===== src/rtl/core/heap_sort_engine_top_macros.svh =====
// ----------------------------------------------------------------------------
// Heap sort engine assertion macros
// Shared assertion helpers for the heap sort engine modules.
// ----------------------------------------------------------------------------
`ifndef HEAP_SORT_ENGINE_TOP_MACROS_SVH
`define HEAP_SORT_ENGINE_TOP_MACROS_SVH

// Same-cycle implication, checked while out of reset.
`define HSE_ASSERT_IMP(name, clk_s, rstn_s, pre, post, msg) \
	name: assert property (@(posedge clk_s) disable iff (!rstn_s) (pre) |-> (post)) \
		else $error(msg);

// Next-cycle implication, checked while out of reset.
`define HSE_ASSERT_NXT(name, clk_s, rstn_s, pre, post, msg) \
	name: assert property (@(posedge clk_s) disable iff (!rstn_s) (pre) |=> (post)) \
		else $error(msg);

`endif


===== src/rtl/core/hse_pkg.sv =====
// ----------------------------------------------------------------------------
// Heap sort engine package
// Value width, command queue sizing and the command record that the front
// end hands to the sorter.
// ----------------------------------------------------------------------------
`timescale 1ns / 1ps

package hse_pkg;

	// Width of one sorted value.
	localparam int VALUE_W = 32;

	// Command queue between the front end and the sorter.
	localparam int QUEUE_DEPTH = 4;
	localparam int QUEUE_PW    = $clog2(QUEUE_DEPTH);

	// One classified request: the value, whether it is kept, whether it
	// closes the set, and whether the set has lost values so far.
	typedef struct packed {
		logic signed [VALUE_W-1:0] value;
		logic                      store;
		logic                      is_last;
		logic                      ovf;
	} cmd_t;

endpackage


===== src/rtl/core/hse_front.sv =====
// ----------------------------------------------------------------------------
// Heap sort engine front end
// Accepts input requests, tracks how many values of the current set fit in
// the buffer and marks each request as kept or dropped.
// ----------------------------------------------------------------------------
`timescale 1ns / 1ps

module hse_front import hse_pkg::*; #(
	parameter int MAX_ITEMS = 64
) (
	input  logic                      clk,
	input  logic                      arst_n,
	input  logic signed [VALUE_W-1:0] sample_value,
	input  logic                      is_final,
	input  logic                      sample_valid,
	output logic                      sample_stall,
	output cmd_t                      cmd,
	output logic                      cmd_push,
	input  logic                      queue_full
);

	localparam int AW = $clog2(MAX_ITEMS);
	localparam int LW = AW + 1;

	logic [LW-1:0] cnt_q;
	logic          ovf_q;
	logic          keep;

	// A value is kept while the set still has room.
	assign keep = cnt_q < LW'(MAX_ITEMS);

	assign cmd.value   = sample_value;
	assign cmd.store   = keep;
	assign cmd.is_last = is_final;
	assign cmd.ovf     = ovf_q | ~keep;

	assign sample_stall = queue_full;
	assign cmd_push     = sample_valid & ~queue_full;

	// Per-set occupancy and overflow tracking; a final request starts a new set.
	always_ff @(posedge clk or negedge arst_n) begin
		if (!arst_n) begin
			cnt_q <= '0;
			ovf_q <= 1'b0;
		end else if (cmd_push) begin
			if (is_final) begin
				cnt_q <= '0;
				ovf_q <= 1'b0;
			end else begin
				if (keep) begin
					cnt_q <= cnt_q + LW'(1);
				end
				ovf_q <= cmd.ovf;
			end
		end
	end

endmodule


===== src/rtl/core/hse_queue.sv =====
// ----------------------------------------------------------------------------
// Heap sort engine command queue
// Small FIFO that decouples the front end from the sorter so that each side
// can stall on its own.
// ----------------------------------------------------------------------------
`timescale 1ns / 1ps
`include "heap_sort_engine_top_macros.svh"

module hse_queue import hse_pkg::*; (
	input  logic clk,
	input  logic arst_n,
	input  cmd_t push_cmd,
	input  logic push,
	output logic full,
	output cmd_t pop_cmd,
	output logic pop_valid,
	input  logic pop
);

	localparam int CW = QUEUE_PW + 1;

	cmd_t                entry_q [QUEUE_DEPTH];
	logic [QUEUE_PW-1:0] wr_ptr_q;
	logic [QUEUE_PW-1:0] rd_ptr_q;
	logic [CW-1:0]       cnt_q;

	assign full      = cnt_q == CW'(QUEUE_DEPTH);
	assign pop_valid = cnt_q != '0;
	assign pop_cmd   = entry_q[rd_ptr_q];

	// Entry storage.
	always_ff @(posedge clk) begin
		if (push) begin
			entry_q[wr_ptr_q] <= push_cmd;
		end
	end

	// Pointers and occupancy.
	always_ff @(posedge clk or negedge arst_n) begin
		if (!arst_n) begin
			wr_ptr_q <= '0;
			rd_ptr_q <= '0;
			cnt_q    <= '0;
		end else begin
			if (push) begin
				wr_ptr_q <= wr_ptr_q + QUEUE_PW'(1);
			end
			if (pop) begin
				rd_ptr_q <= rd_ptr_q + QUEUE_PW'(1);
			end
			cnt_q <= cnt_q + CW'(push) - CW'(pop);
		end
	end

	`HSE_ASSERT_IMP(a_queue_bound, clk, arst_n, 1'b1, cnt_q <= CW'(QUEUE_DEPTH), "queue occupancy beyond depth")
	`HSE_ASSERT_NXT(a_queue_no_pop_empty, clk, arst_n, cnt_q == '0 && !push, cnt_q == '0, "queue count moved while empty")

endmodule


===== src/rtl/core/hse_back.sv =====
// ----------------------------------------------------------------------------
// Heap sort engine sorter
// Loads kept values into the value memory, runs a min-heap heapsort with one
// memory read and one write per cycle, then streams the values out in
// ascending order through an output register.
// ----------------------------------------------------------------------------
`timescale 1ns / 1ps
`include "heap_sort_engine_top_macros.svh"

module hse_back import hse_pkg::*; #(
	parameter int MAX_ITEMS = 64
) (
	input  logic                      clk,
	input  logic                      arst_n,
	input  cmd_t                      cmd,
	input  logic                      cmd_valid,
	output logic                      cmd_pop,
	output logic signed [VALUE_W-1:0] sorted_value,
	output logic                      end_of_run,
	output logic                      overflowed,
	output logic                      result_valid,
	input  logic                      result_stall
);

	localparam int AW = $clog2(MAX_ITEMS);
	localparam int LW = AW + 1;
	localparam int CW = AW + 2;

	typedef enum logic [3:0] {
		S_LOAD,
		S_NEXT,
		S_RD_PAR,
		S_PAR,
		S_RD_R,
		S_CMP,
		S_WR2,
		S_SW_R0,
		S_SW_R1,
		S_SW_W0,
		S_SW_W1,
		S_OUT_RD,
		S_OUT_LD
	} state_t;

	typedef enum logic {
		PH_BUILD,
		PH_EXTRACT
	} phase_t;

	// Value memory: one write and one registered read per cycle.
	logic signed [VALUE_W-1:0] mem [MAX_ITEMS];
	logic signed [VALUE_W-1:0] rdata_q;
	logic                      mem_we;
	logic [AW-1:0]             mem_waddr;
	logic signed [VALUE_W-1:0] mem_wdata;
	logic [AW-1:0]             mem_raddr;

	state_t                    state_q;
	phase_t                    phase_q;
	logic [LW-1:0]             fill_q;
	logic                      ovf_q;
	logic [LW-1:0]             len_q;
	logic [LW-1:0]             hlen_q;
	logic [LW-1:0]             k_q;
	logic [AW-1:0]             at_q;
	logic [AW-1:0]             best_idx_q;
	logic [AW-1:0]             idx_q;
	logic signed [VALUE_W-1:0] best_val_q;
	logic signed [VALUE_W-1:0] par_val_q;
	logic signed [VALUE_W-1:0] swap_q;
	logic signed [VALUE_W-1:0] sorted_value_q;
	logic                      end_of_run_q;
	logic                      overflowed_q;
	logic                      result_valid_q;

	logic                      store_ok;
	logic [LW-1:0]             len_c;
	logic [LW-1:0]             kminus1;
	logic [LW-1:0]             kminus2;
	logic [LW-1:0]             lenm1;
	logic [CW-1:0]             hlen_c;
	logic [CW-1:0]             left_c;
	logic [CW-1:0]             right_c;
	logic                      right_ok;
	logic [AW-1:0]             sel_idx;
	logic signed [VALUE_W-1:0] sel_val;
	logic                      cmp_stay;
	logic [AW-1:0]             nat_c;
	logic [CW-1:0]             nchild_c;

	assign sorted_value = sorted_value_q;
	assign end_of_run   = end_of_run_q;
	assign overflowed   = overflowed_q;
	assign result_valid = result_valid_q;

	// Load path: size of the set once the closing request is counted.
	assign store_ok = cmd.store && (fill_q < LW'(MAX_ITEMS));
	assign len_c    = fill_q + LW'(store_ok);

	assign kminus1 = k_q - LW'(1);
	assign kminus2 = k_q - LW'(2);
	assign lenm1   = len_q - LW'(1);

	// Child addresses of the node being sifted, compared against heap size.
	assign hlen_c  = {1'b0, hlen_q};
	assign left_c  = {1'b0, at_q, 1'b0} | CW'(1);
	assign right_c = {1'b0, at_q, 1'b0} + CW'(2);

	// Right child wins only if it exists and beats the current best.
	assign right_ok = (right_c < hlen_c) && (rdata_q < best_val_q);
	assign sel_idx  = right_ok ? right_c[AW-1:0] : best_idx_q;
	assign sel_val  = right_ok ? rdata_q : best_val_q;
	assign cmp_stay = !right_ok && (best_idx_q == at_q);

	// Node the sift moves to after a swap, and its left child.
	assign nat_c    = (state_q == S_WR2) ? best_idx_q : '0;
	assign nchild_c = {1'b0, nat_c, 1'b0} | CW'(1);

	// Memory port control.
	always_comb begin
		mem_we    = 1'b0;
		mem_waddr = '0;
		mem_wdata = '0;
		mem_raddr = '0;
		cmd_pop   = 1'b0;
		unique case (state_q)
			S_LOAD: begin
				cmd_pop = cmd_valid;
				if (cmd_valid && store_ok) begin
					mem_we    = 1'b1;
					mem_waddr = fill_q[AW-1:0];
					mem_wdata = cmd.value;
				end
			end
			S_NEXT: begin
			end
			S_RD_PAR: begin
				mem_raddr = at_q;
			end
			S_PAR: begin
				mem_raddr = left_c[AW-1:0];
			end
			S_RD_R: begin
				mem_raddr = right_c[AW-1:0];
			end
			S_CMP: begin
				if (!cmp_stay) begin
					mem_we    = 1'b1;
					mem_waddr = at_q;
					mem_wdata = sel_val;
				end
			end
			S_WR2: begin
				mem_we    = 1'b1;
				mem_waddr = best_idx_q;
				mem_wdata = par_val_q;
				mem_raddr = nchild_c[AW-1:0];
			end
			S_SW_R0: begin
				mem_raddr = '0;
			end
			S_SW_R1: begin
				mem_raddr = kminus1[AW-1:0];
			end
			S_SW_W0: begin
				mem_we    = 1'b1;
				mem_waddr = '0;
				mem_wdata = rdata_q;
			end
			S_SW_W1: begin
				mem_we    = 1'b1;
				mem_waddr = kminus1[AW-1:0];
				mem_wdata = swap_q;
				mem_raddr = nchild_c[AW-1:0];
			end
			S_OUT_RD: begin
				mem_raddr = idx_q;
			end
			S_OUT_LD: begin
			end
			default: begin
			end
		endcase
	end

	// Value memory.
	always_ff @(posedge clk) begin
		if (mem_we) begin
			mem[mem_waddr] <= mem_wdata;
		end
		rdata_q <= mem[mem_raddr];
	end

	// Sort sequencer and output register.
	always_ff @(posedge clk or negedge arst_n) begin
		if (!arst_n) begin
			state_q        <= S_LOAD;
			phase_q        <= PH_BUILD;
			fill_q         <= '0;
			ovf_q          <= 1'b0;
			result_valid_q <= 1'b0;
		end else begin
			// A new result is loaded, otherwise an accepted one is retired.
			if (state_q == S_OUT_LD) begin
				result_valid_q <= 1'b1;
			end else if (!result_stall) begin
				result_valid_q <= 1'b0;
			end
			unique case (state_q)
				// Collect values until the request that closes the set.
				S_LOAD: begin
					if (cmd_valid) begin
						if (cmd.is_last) begin
							len_q   <= len_c;
							fill_q  <= '0;
							ovf_q   <= cmd.ovf;
							phase_q <= PH_BUILD;
							// One above the first build node, so S_NEXT steps onto it.
							k_q     <= (len_c >> 1) + LW'(1);
							if (len_c != '0) begin
								state_q <= S_NEXT;
							end
						end else if (store_ok) begin
							fill_q <= fill_q + LW'(1);
						end
					end
				end
				// A sift has finished: pick the next build node or extraction step.
				S_NEXT: begin
					if (phase_q == PH_BUILD) begin
						if (k_q > LW'(1)) begin
							k_q     <= kminus1;
							at_q    <= kminus2[AW-1:0];
							hlen_q  <= len_q;
							state_q <= S_RD_PAR;
						end else begin
							phase_q <= PH_EXTRACT;
							k_q     <= len_q;
							if (len_q > LW'(1)) begin
								state_q <= S_SW_R0;
							end else begin
								idx_q   <= lenm1[AW-1:0];
								state_q <= S_OUT_RD;
							end
						end
					end else begin
						if (k_q > LW'(2)) begin
							k_q     <= kminus1;
							state_q <= S_SW_R0;
						end else begin
							idx_q   <= lenm1[AW-1:0];
							state_q <= S_OUT_RD;
						end
					end
				end
				S_RD_PAR: begin
					state_q <= S_PAR;
				end
				S_PAR: begin
					par_val_q <= rdata_q;
					if (left_c < hlen_c) begin
						state_q <= S_RD_R;
					end else begin
						state_q <= S_NEXT;
					end
				end
				// Left child has arrived: compare it with the sifting value.
				S_RD_R: begin
					if (rdata_q < par_val_q) begin
						best_idx_q <= left_c[AW-1:0];
						best_val_q <= rdata_q;
					end else begin
						best_idx_q <= at_q;
						best_val_q <= par_val_q;
					end
					state_q <= S_CMP;
				end
				// Right child has arrived: stop, or move the smallest child up.
				S_CMP: begin
					if (cmp_stay) begin
						state_q <= S_NEXT;
					end else begin
						best_idx_q <= sel_idx;
						state_q    <= S_WR2;
					end
				end
				// Sifting value drops into the child's slot and the walk continues.
				S_WR2: begin
					at_q <= best_idx_q;
					if (nchild_c < hlen_c) begin
						state_q <= S_RD_R;
					end else begin
						state_q <= S_NEXT;
					end
				end
				// Swap the heap minimum with the last heap entry.
				S_SW_R0: begin
					state_q <= S_SW_R1;
				end
				S_SW_R1: begin
					swap_q  <= rdata_q;
					state_q <= S_SW_W0;
				end
				S_SW_W0: begin
					par_val_q <= rdata_q;
					hlen_q    <= kminus1;
					state_q   <= S_SW_W1;
				end
				S_SW_W1: begin
					at_q <= '0;
					if (nchild_c < hlen_c) begin
						state_q <= S_RD_R;
					end else begin
						state_q <= S_NEXT;
					end
				end
				// The memory holds descending order, so read it from the top down.
				S_OUT_RD: begin
					if (!result_valid_q || !result_stall) begin
						state_q <= S_OUT_LD;
					end
				end
				S_OUT_LD: begin
					sorted_value_q <= rdata_q;
					end_of_run_q   <= idx_q == '0;
					overflowed_q   <= ovf_q;
					if (idx_q == '0) begin
						state_q <= S_LOAD;
					end else begin
						idx_q   <= idx_q - AW'(1);
						state_q <= S_OUT_RD;
					end
				end
				default: begin
					state_q <= S_LOAD;
				end
			endcase
		end
	end

	`HSE_ASSERT_IMP(a_sift_in_heap, clk, arst_n, state_q == S_RD_R || state_q == S_CMP, LW'(at_q) < hlen_q && hlen_q <= len_q, "sift node outside the heap")
	`HSE_ASSERT_IMP(a_out_slot_free, clk, arst_n, state_q == S_OUT_LD, !result_valid_q, "result loaded over a pending result")
	`HSE_ASSERT_IMP(a_fill_bound, clk, arst_n, 1'b1, fill_q <= LW'(MAX_ITEMS), "fill count beyond capacity")
	`HSE_ASSERT_IMP(a_no_pop_busy, clk, arst_n, state_q != S_LOAD, !cmd_pop, "request taken while sorting")

endmodule


===== src/rtl/core/heap_sort_engine_top.sv =====
// ----------------------------------------------------------------------------
// Heap sort engine
// Collects signed 32-bit values, one per request, until a request marked
// final arrives, then emits the whole set in ascending order with the last
// result flagged. Up to MAX_ITEMS values are held per set; further values
// are dropped and every result of that set carries the overflow flag. Input
// requests are taken one per cycle, unless the queue is full, into a
// four-entry queue while the sorter runs, so the next set can start arriving
// during sorting. The sorter loads the set, sifts each build node down the
// heap, then for each extraction swaps the heap minimum with the last entry
// and sifts again, and finally unloads the results one at a time, all bounded
// by the single read and single write port of the value memory. No clearing
// pass is needed after reset.
// ----------------------------------------------------------------------------
`timescale 1ns / 1ps

module heap_sort_engine_top import hse_pkg::*; #(
	parameter int MAX_ITEMS = 64
) (
	input  logic                      clk,
	input  logic                      arst_n,
	input  logic signed [VALUE_W-1:0] sample_value,
	input  logic                      is_final,
	input  logic                      sample_valid,
	output logic                      sample_stall,
	output logic signed [VALUE_W-1:0] sorted_value,
	output logic                      end_of_run,
	output logic                      overflowed,
	output logic                      result_valid,
	input  logic                      result_stall
);

	cmd_t front_cmd;
	logic front_push;
	logic queue_full;
	cmd_t queue_cmd;
	logic queue_valid;
	logic queue_pop;

	// Request classification.
	hse_front #(
		.MAX_ITEMS(MAX_ITEMS)
	) u_front (
		.clk         (clk),
		.arst_n      (arst_n),
		.sample_value(sample_value),
		.is_final    (is_final),
		.sample_valid(sample_valid),
		.sample_stall(sample_stall),
		.cmd         (front_cmd),
		.cmd_push    (front_push),
		.queue_full  (queue_full)
	);

	// Decoupling queue.
	hse_queue u_queue (
		.clk      (clk),
		.arst_n   (arst_n),
		.push_cmd (front_cmd),
		.push     (front_push),
		.full     (queue_full),
		.pop_cmd  (queue_cmd),
		.pop_valid(queue_valid),
		.pop      (queue_pop)
	);

	// Heapsort and result stream.
	hse_back #(
		.MAX_ITEMS(MAX_ITEMS)
	) u_back (
		.clk         (clk),
		.arst_n      (arst_n),
		.cmd         (queue_cmd),
		.cmd_valid   (queue_valid),
		.cmd_pop     (queue_pop),
		.sorted_value(sorted_value),
		.end_of_run  (end_of_run),
		.overflowed  (overflowed),
		.result_valid(result_valid),
		.result_stall(result_stall)
	);

endmodule

===== config.mk =====
export PLATFORM = sky130hd
export DESIGN_NAME = heap_sort_engine_top
export DESIGN_NICKNAME = d
export VERILOG_FILES = /design/src/rtl/core/hse_pkg.sv /design/src/rtl/core/hse_front.sv /design/src/rtl/core/hse_queue.sv /design/src/rtl/core/hse_back.sv /design/src/rtl/core/heap_sort_engine_top.sv
export VERILOG_INCLUDE_DIRS = /design/src /design/src/rtl/core
export SDC_FILE = /design/constraint.sdc
export NUM_CORES = 2
export LEC_CHECK = 0
export BUFFER_PORTS_ARGS = -buffer_cell sky130_fd_sc_hd__buf_2
export CAP_MARGIN = 20
export CORE_ASPECT_RATIO = 2
export CORE_UTILIZATION = 28
export CTS_CLUSTER_SIZE = 10
export DETAILED_ROUTE_END_ITERATION = 7
export SLEW_MARGIN = 10
export SYNTH_ARGS = -nofsm -noshare
export SYNTH_HDL_FRONTEND = slang
export SYNTH_HIERARCHICAL = 1
export SYNTH_SLANG_ARGS = --single-unit

===== constraint.sdc =====
create_clock -name clk -period 8.85 [get_ports clk]
set_input_delay 0.885 -clock clk [delete_from_list [all_inputs] [get_ports clk]]
set_output_delay 0.885 -clock clk [all_outputs]
set_load 0.02 [all_outputs]

Yosys cells after proc, flatten, opt, wreduce, memory -nomap -nowiden
Memory sizes are Yosys's and may differ from the RTL's. A register that Yosys moved wholly into a read port is not among the register bits.
Cells that the tools add are included.
- logic and storage cells: 181
- bits in latches: 0
- bits in registers: 198
- ROM bits: 0
- memories: 2
- bits of input ports: 37
- RAM bits: 2188
- output and inout port bits: 36
- memories (memory ; words ; width ; read ports ; clocked after Yosys merged registers in ; wr ports ; line ; text):
    u_back.mem ; 64 ; 32 ; 1 ; 1 ; 1 ; hse_back.sv:51 ; logic signed [VALUE_W-1:0] mem [MAX_ITEMS];
    u_queue.entry_q ; 4 ; 35 ; 1 ; 0 ; 1 ; hse_queue.sv:22 ; cmd_t entry_q [QUEUE_DEPTH];
- equal/unequal tests: 28
- $add $sub $neg: 13
- mux-type cells: 65
- shift operators: 0
- bitwise operators: 4
- reduce and logical (&&, ||, !) cells: 37
- multipliers: 0
- divide/modulo/power cells: 0
- magnitude comparators: 10
- operators with widths (operator ; number):
    $pmux W32 S5 ; 1
    $mux W32 ; 4
    $mux W6 ; 13
    $mux W7 ; 11
    $lt A32 B32 Y1 ; 2
    $pmux W4 S12 ; 1
    $mux W4 ; 9
    $pmux W6 S6 ; 1
    $pmux W7 S2 ; 2
    $pmux W6 S2 ; 2
    $pmux W6 S4 ; 1
    $eq A4 B4 Y1 const B ; 5
    $reduce_and A4 Y1 ; 5
    $pmux W6 S3 ; 1
    $eq A4 B3 Y1 const B ; 4
    $add A7 B1 Y7 const B ; 2
    $gt A7 B1 Y1 const B ; 2
    $lt A7 B7 Y1 ; 2
    $lt A7 B7 Y1 const B ; 2
    $mux W1 ; 14
    $ne A2 B1 Y1 const B ; 6
    $reduce_bool A2 Y1 ; 6
    $sub A6 B1 Y6 const B ; 2
    $reduce_and A2 Y1 ; 5
    other kinds (35) ; 54

Longest topological paths before layout
- depth in word-level cells: 9
- gate-level depth with buffers: 14
- depth with buffers taken out: 11

Cells and area by module
Netlist, hierarchy kept.
- modules (own cells, without submodules) (module ; area each (um^2) ; instances ; seq. area each (um^2) ; cells each):
    hse_back ; 90139.0 ; 1 ; 67564.8 ; 4720
    hse_queue ; 5496.5 ; 1 ; 4379.2 ; 217
    hse_front ; 700.7 ; 1 ; 200.2 ; 82

Worst setup path before layout
Ideal clock, no wire load.
- path type: flip-flop to flip-flop
- from: register u_back.at_q[2]
- to: memory u_back.mem[0][10] (data pin)
- path buffers: 2
- arrival time: 5229 ps
- cell stages (with the launch flop): 13
- setup time: 702 ps
- slack: 2920 ps
- period minus slack after synthesis: 5930 ps
- data required time: 8148 ps
- path through: edfxtp_1 > clkbuf_1 > and3_1 > xor2_1 > ha_1 > nand2_1 > a21oi_1 > a211oi_1 > o211ai_1 > nor3_2 > buf_2 > mux2i_1 > o21ai_0
- cells in the longest elaborated chain, start to end: 7
- elaborated cells between the ends (all ways): 9
- classes of those cells: add/sub: 1; order compare: 1; eq/ne: 1; mux: 3; reduce/logical: 3
- ends and longest elaborated chain (what ; line ; text):
    start: declaration ; hse_back.sv:65 ; logic [AW-1:0] at_q;
    start signal: assignment ; hse_back.sv:233 ; at_q <= kminus2[AW-1:0];
    start signal: assignment ; hse_back.sv:289 ; at_q <= best_idx_q;
    $add A7 B2 Y8 ; hse_back.sv:107 ; assign right_c = {1'b0, at_q, 1'b0} + CW'(2);
    $lt A8 B7 Y1 ; hse_back.sv:110 ; assign right_ok = (right_c < hlen_c) && (rdata_q < best_val_q);
    $logic_and A1 B1 Y1 ; hse_back.sv:110 ;
    $logic_not A1 Y1 ; hse_back.sv:113 ; assign cmp_stay = !right_ok && (best_idx_q == at_q);
    $logic_and A1 B1 Y1 ; hse_back.sv:113 ;
    $mux W32 (*) ; hse_back.sv:147 ; if (!cmp_stay) begin
    $pmux W32 S5 (*) ; hse_back.sv:126 ; unique case (state_q)
    named net u_back.mem_wdata[10] ; hse_back.sv:55 ; logic signed [VALUE_W-1:0] mem_wdata;
    end: declaration ; hse_back.sv:51 ;
The timed path passes the listed nets; every way through them passes the cells marked *.

Final worst setup path
- from: register u_back.rdata_q[31] (read register of u_back.mem)
- to: memory u_back.mem[18][29], enable pin
- cells in the longest elaborated chain, start to end: 8
- elaborated cells between the ends (all ways): 10
- classes of those cells: order compare: 1; mux: 6; reduce/logical: 3
- ends and longest elaborated chain (what ; line ; text):
    start: declaration ; hse_back.sv:52 ; logic signed [VALUE_W-1:0] rdata_q;
    $lt A32 B32 Y1 (*) ; hse_back.sv:110 ;
    $logic_and A1 B1 Y1 (*) ; hse_back.sv:110 ;
    $logic_not A1 Y1 (*) ; hse_back.sv:113 ;
    $logic_and A1 B1 Y1 (*) ; hse_back.sv:113 ;
    $mux W1 ; hse_back.sv:147 ;
    $pmux W1 S3 ; hse_back.sv:126 ;
    $mux W1 ; hse_back.sv:188 ; if (mem_we) begin
    $mux W1 (not written as such) ; hse_back.sv:189 ; mem[mem_waddr] <= mem_wdata;
Every way passes the cells marked *; elsewhere a longest branch is shown, timed or not.

==> flow_summary.yaml <==
clock_tree:
  clock_latency_ns: 0.87
  ctsResizeCount: 0
  cts_tree: "built"
  cts.sinks: 2418
  clkTransAtPathRegs_ns: 0.06
  cts_buffer_depth: 4
  cts_buffers: 284
  cts-htree-levels: 5
  cts_hold_buf: 0
  cts_root_buf: "clkbuf_16"
  cts_setup_buffers: 0
cells_and_area:
  synthToLayoutAreaGrowth_pct: 15.4
  drive_gt1_share_pct: 22.7
  n_fill_cell: 32400
  fin_nets: 5361
  final_cell_mix: "edfxtp_1 (2357), mux4_2 (540), nand2_1 (539)"
  final_common_cell: "edfxtp_1"
  stdcell_count: 9728
die:
  std_cell_rows: 304
  die-area_mm2: 0.347
  die_x_um: 417
  start_util_pct: 28.1
  die_y_um: 832
  core_mm2: 0.342
  ios: 73
global_route:
  antenna_found_initial: 7
  grt_pass1_vias: 51300
  grt_start_max_net_pins: 99
  overflow: 0
  grt_pass1_wl_mm: 396
  track_usage_pct: 16.1
synth:
  ys_ff_latch: 2418
  yosys.area.top_type_share_pct: 73.5
  ys.flop_type: "edfxtp_1"
  synth-seq-area-share_pct: 74.9
  yosysWarningCount: 6
  async_reset_ff_share_pct: 1.20
  syn_area_per_cell_um2: 19.2
  ys_types: 76
  synth_area_mm2: 0.0963
  synth_top_area_cell: "edfxtp_1"
  synth_edf_count: 2357
  synth_nets: 5154
  syn_inst: 5019
  synth.area.top_cells: "edfxtp_1 (73%), mux4_2 (13%), nand2_1 (2.1%)"
run_status:
  status: "finished clean"
sta:
  setup-violations-final: 0
  fmax_mhz: 163
  slew_viol_final: 0
  min_period_over_period_pct: 69.2
  final.min_clock_period_ns: 6.13
  hold_violations: 0
  max_slew.worst_pin.slew_ns: 1.19
  setup_tns_ns: 0
  layout_setup_ws_ns: 2.72
  skew_ns: 0.0775
  rsz0062_at_grt: "false"
  slew_headroom_pct: 20.4
worst_setup_path:
  cp.arrival_ns: 6.55
  r2r-start: "u_back/rdata_q[31]"
  worstSetupEndpoint: "u_back/mem[18][29]"
  cp-start-kind: "register"
  r2r_end: "u_back/mem[18][29]"
  cp-startpoint: "u_back/rdata_q[31]"
  critPathKind: "reg -> reg"
  r2r_setup_slack_ns: 2.72
  ff2ff_path_depth: 10
  end_kind: "register"
  cp_max_fo: 32
  required_ns: 9.27
routing:
  drt_iter0_markers: 5072
  drt-total-wl_mm: 284
  ant_nets: 0
  drc: 0
  wl_per_cell_um: 29.2
  first_pass_iters: 6
  vias: 49700
  vias_per_cell: 5.11
place:
  gp_congestion: 0.895
  port_buffers: 72
  preCtsSetupSlack_ns: 2.87
  place_hpwl_mm: 181
  place_inst: 9354
pwr:
  p_total_mw: 44.7
  p_leak_nw: 35.7
  cellPowerDensity_mw_per_mm2: 402
  ir_worst_vdd_mv: 0.245
job:
  max-cap-violations: 0
worst_hold_path:
  min_path_type: "in -> async"
-- per-layer routing --
layer	vias up	global-route usage, %	routed length (um)
li1	20500	-	-
met1	26500	16.7	92400
met3	573	1.73	14800
met5	-	0	0
met2	2099	28.8	149000
met4	0	13.9	27900
-- worst max-delay path, cell delays in order, from the launching register on --
cell      delay (ns)
dfxtp_1         0.38
ha_1            0.38
nand4_1         0.21
nor4_2          0.39
nand2_1         0.24
a311oi_2        0.54
o21a_1          0.38
o31ai_4         0.17
a31oi_1         0.70
nand3_2         1.04
nor2_4          1.20
-- where the power goes --
group          switching [mW]  total, mW  internal, mW
clock network            4.35       10.3          5.90
registers               0.440       16.0          15.6
logic                    12.9       18.4          5.43
total                    17.7       44.7          26.9
-- logic make-up after synthesis --
family                   count (synthesis)  share of synthesized area (%)
XOR/XNOR                                44                          0.400
buffers and inverters                  403                           1.91
adder cells (fa/ha/maj)                 98                           1.28
flip-flops                            2418                           74.9
AO/OA/AOI/OAI                          403                           2.95
AND/OR/NAND/NOR                        972                           4.36
multiplexers                           681                           14.2
-- worst min-delay path by stage --
stage	startpoint	end	slack, ns	cells after the start
after floorplan	u_back/ovf_q	u_back/overflowed	0.42	0
after global placement	u_back/ovf_q	u_back/overflowed	0.44	0
after detailed placement	u_back/ovf_q	u_back/overflowed	0.45	0
after CTS	arst_n	u_back/state_q[0]	0.08	2
after global routing	arst_n	u_back/state_q[0]	0.14	2
final	arst_n	u_back/state_q[0]	0.12	2
-- flip-flops by register name, indices dropped and copies added (netlist names), 2 cells and up --
register,cells
u_back/mem,2048
u_queue/entry_q,140
u_back/best_val_q,32
u_back/par_val_q,32
u_back/rdata_q,32
u_back/sorted_value,32
u_back/swap_q,32
u_back/fill_q,7
u_back/hlen_q,7
u_back/k_q,7
u_back/len_q,7
u_front/cnt_q,7
u_back/at_q,6
u_back/best_idx_q,6
u_back/idx_q,6
u_back/state_q,4
u_queue/cnt_q,3
u_queue/rd_ptr_q,2
u_queue/wr_ptr_q,2
-- final cells by class --
cell class / count / area, um2 / area share, %
Tap cell: 4437 / 5550 / 4.99
Sequential cell: 2418 / 72100 / 64.9
Clock inverter: 17 / 229 / 0.206
Clock buffer: 333 / 7440 / 6.69
Antenna cell: 1 / 2.50 / 0.00225
Timing Repair Buffer: 225 / 2150 / 1.93
Inverter: 99 / 372 / 0.334
Multi-Input combinational cell: 2198 / 23300 / 21.0
-- metrics by stage --
stage / utilization, % / area, um2 / hold WS (ns)
5_1_grt: 32.5 / 111000 / 0.144
6_report: 32.5 / 111000 / 0.122
3_5_place_dp: 30.1 / 103000 / 0.445
2_1_floorplan: - / 96300 / 0.421
3_3_place_gp: 30.0 / 103000 / 0.442
4_1_cts: 32.3 / 111000 / 0.0802
-- cell usage after synthesis, types with 11 or more instances --
cell type,number
edfxtp_1,2357
mux4_2,540
nand2_1,540
nand3_1,199
mux2i_1,130
nor2_1,129
clkbuf_1,114
o21ai_0,107
buf_2,103
inv_1,99
ha_1,97
a21oi_1,58
buf_1,47
a32oi_1,46
buf_4,35
a221oi_1,33
a22o_1,32
dfxtp_1,32
dfrtp_1,29
o221ai_1,26
xor2_1,23
xnor2_1,21
a21o_1,19
a31oi_1,17
nand4_1,13
nor2b_1,12
or3_1,12
and3_1,11
nor3_1,11
Power figures use the tool's default switching activity.
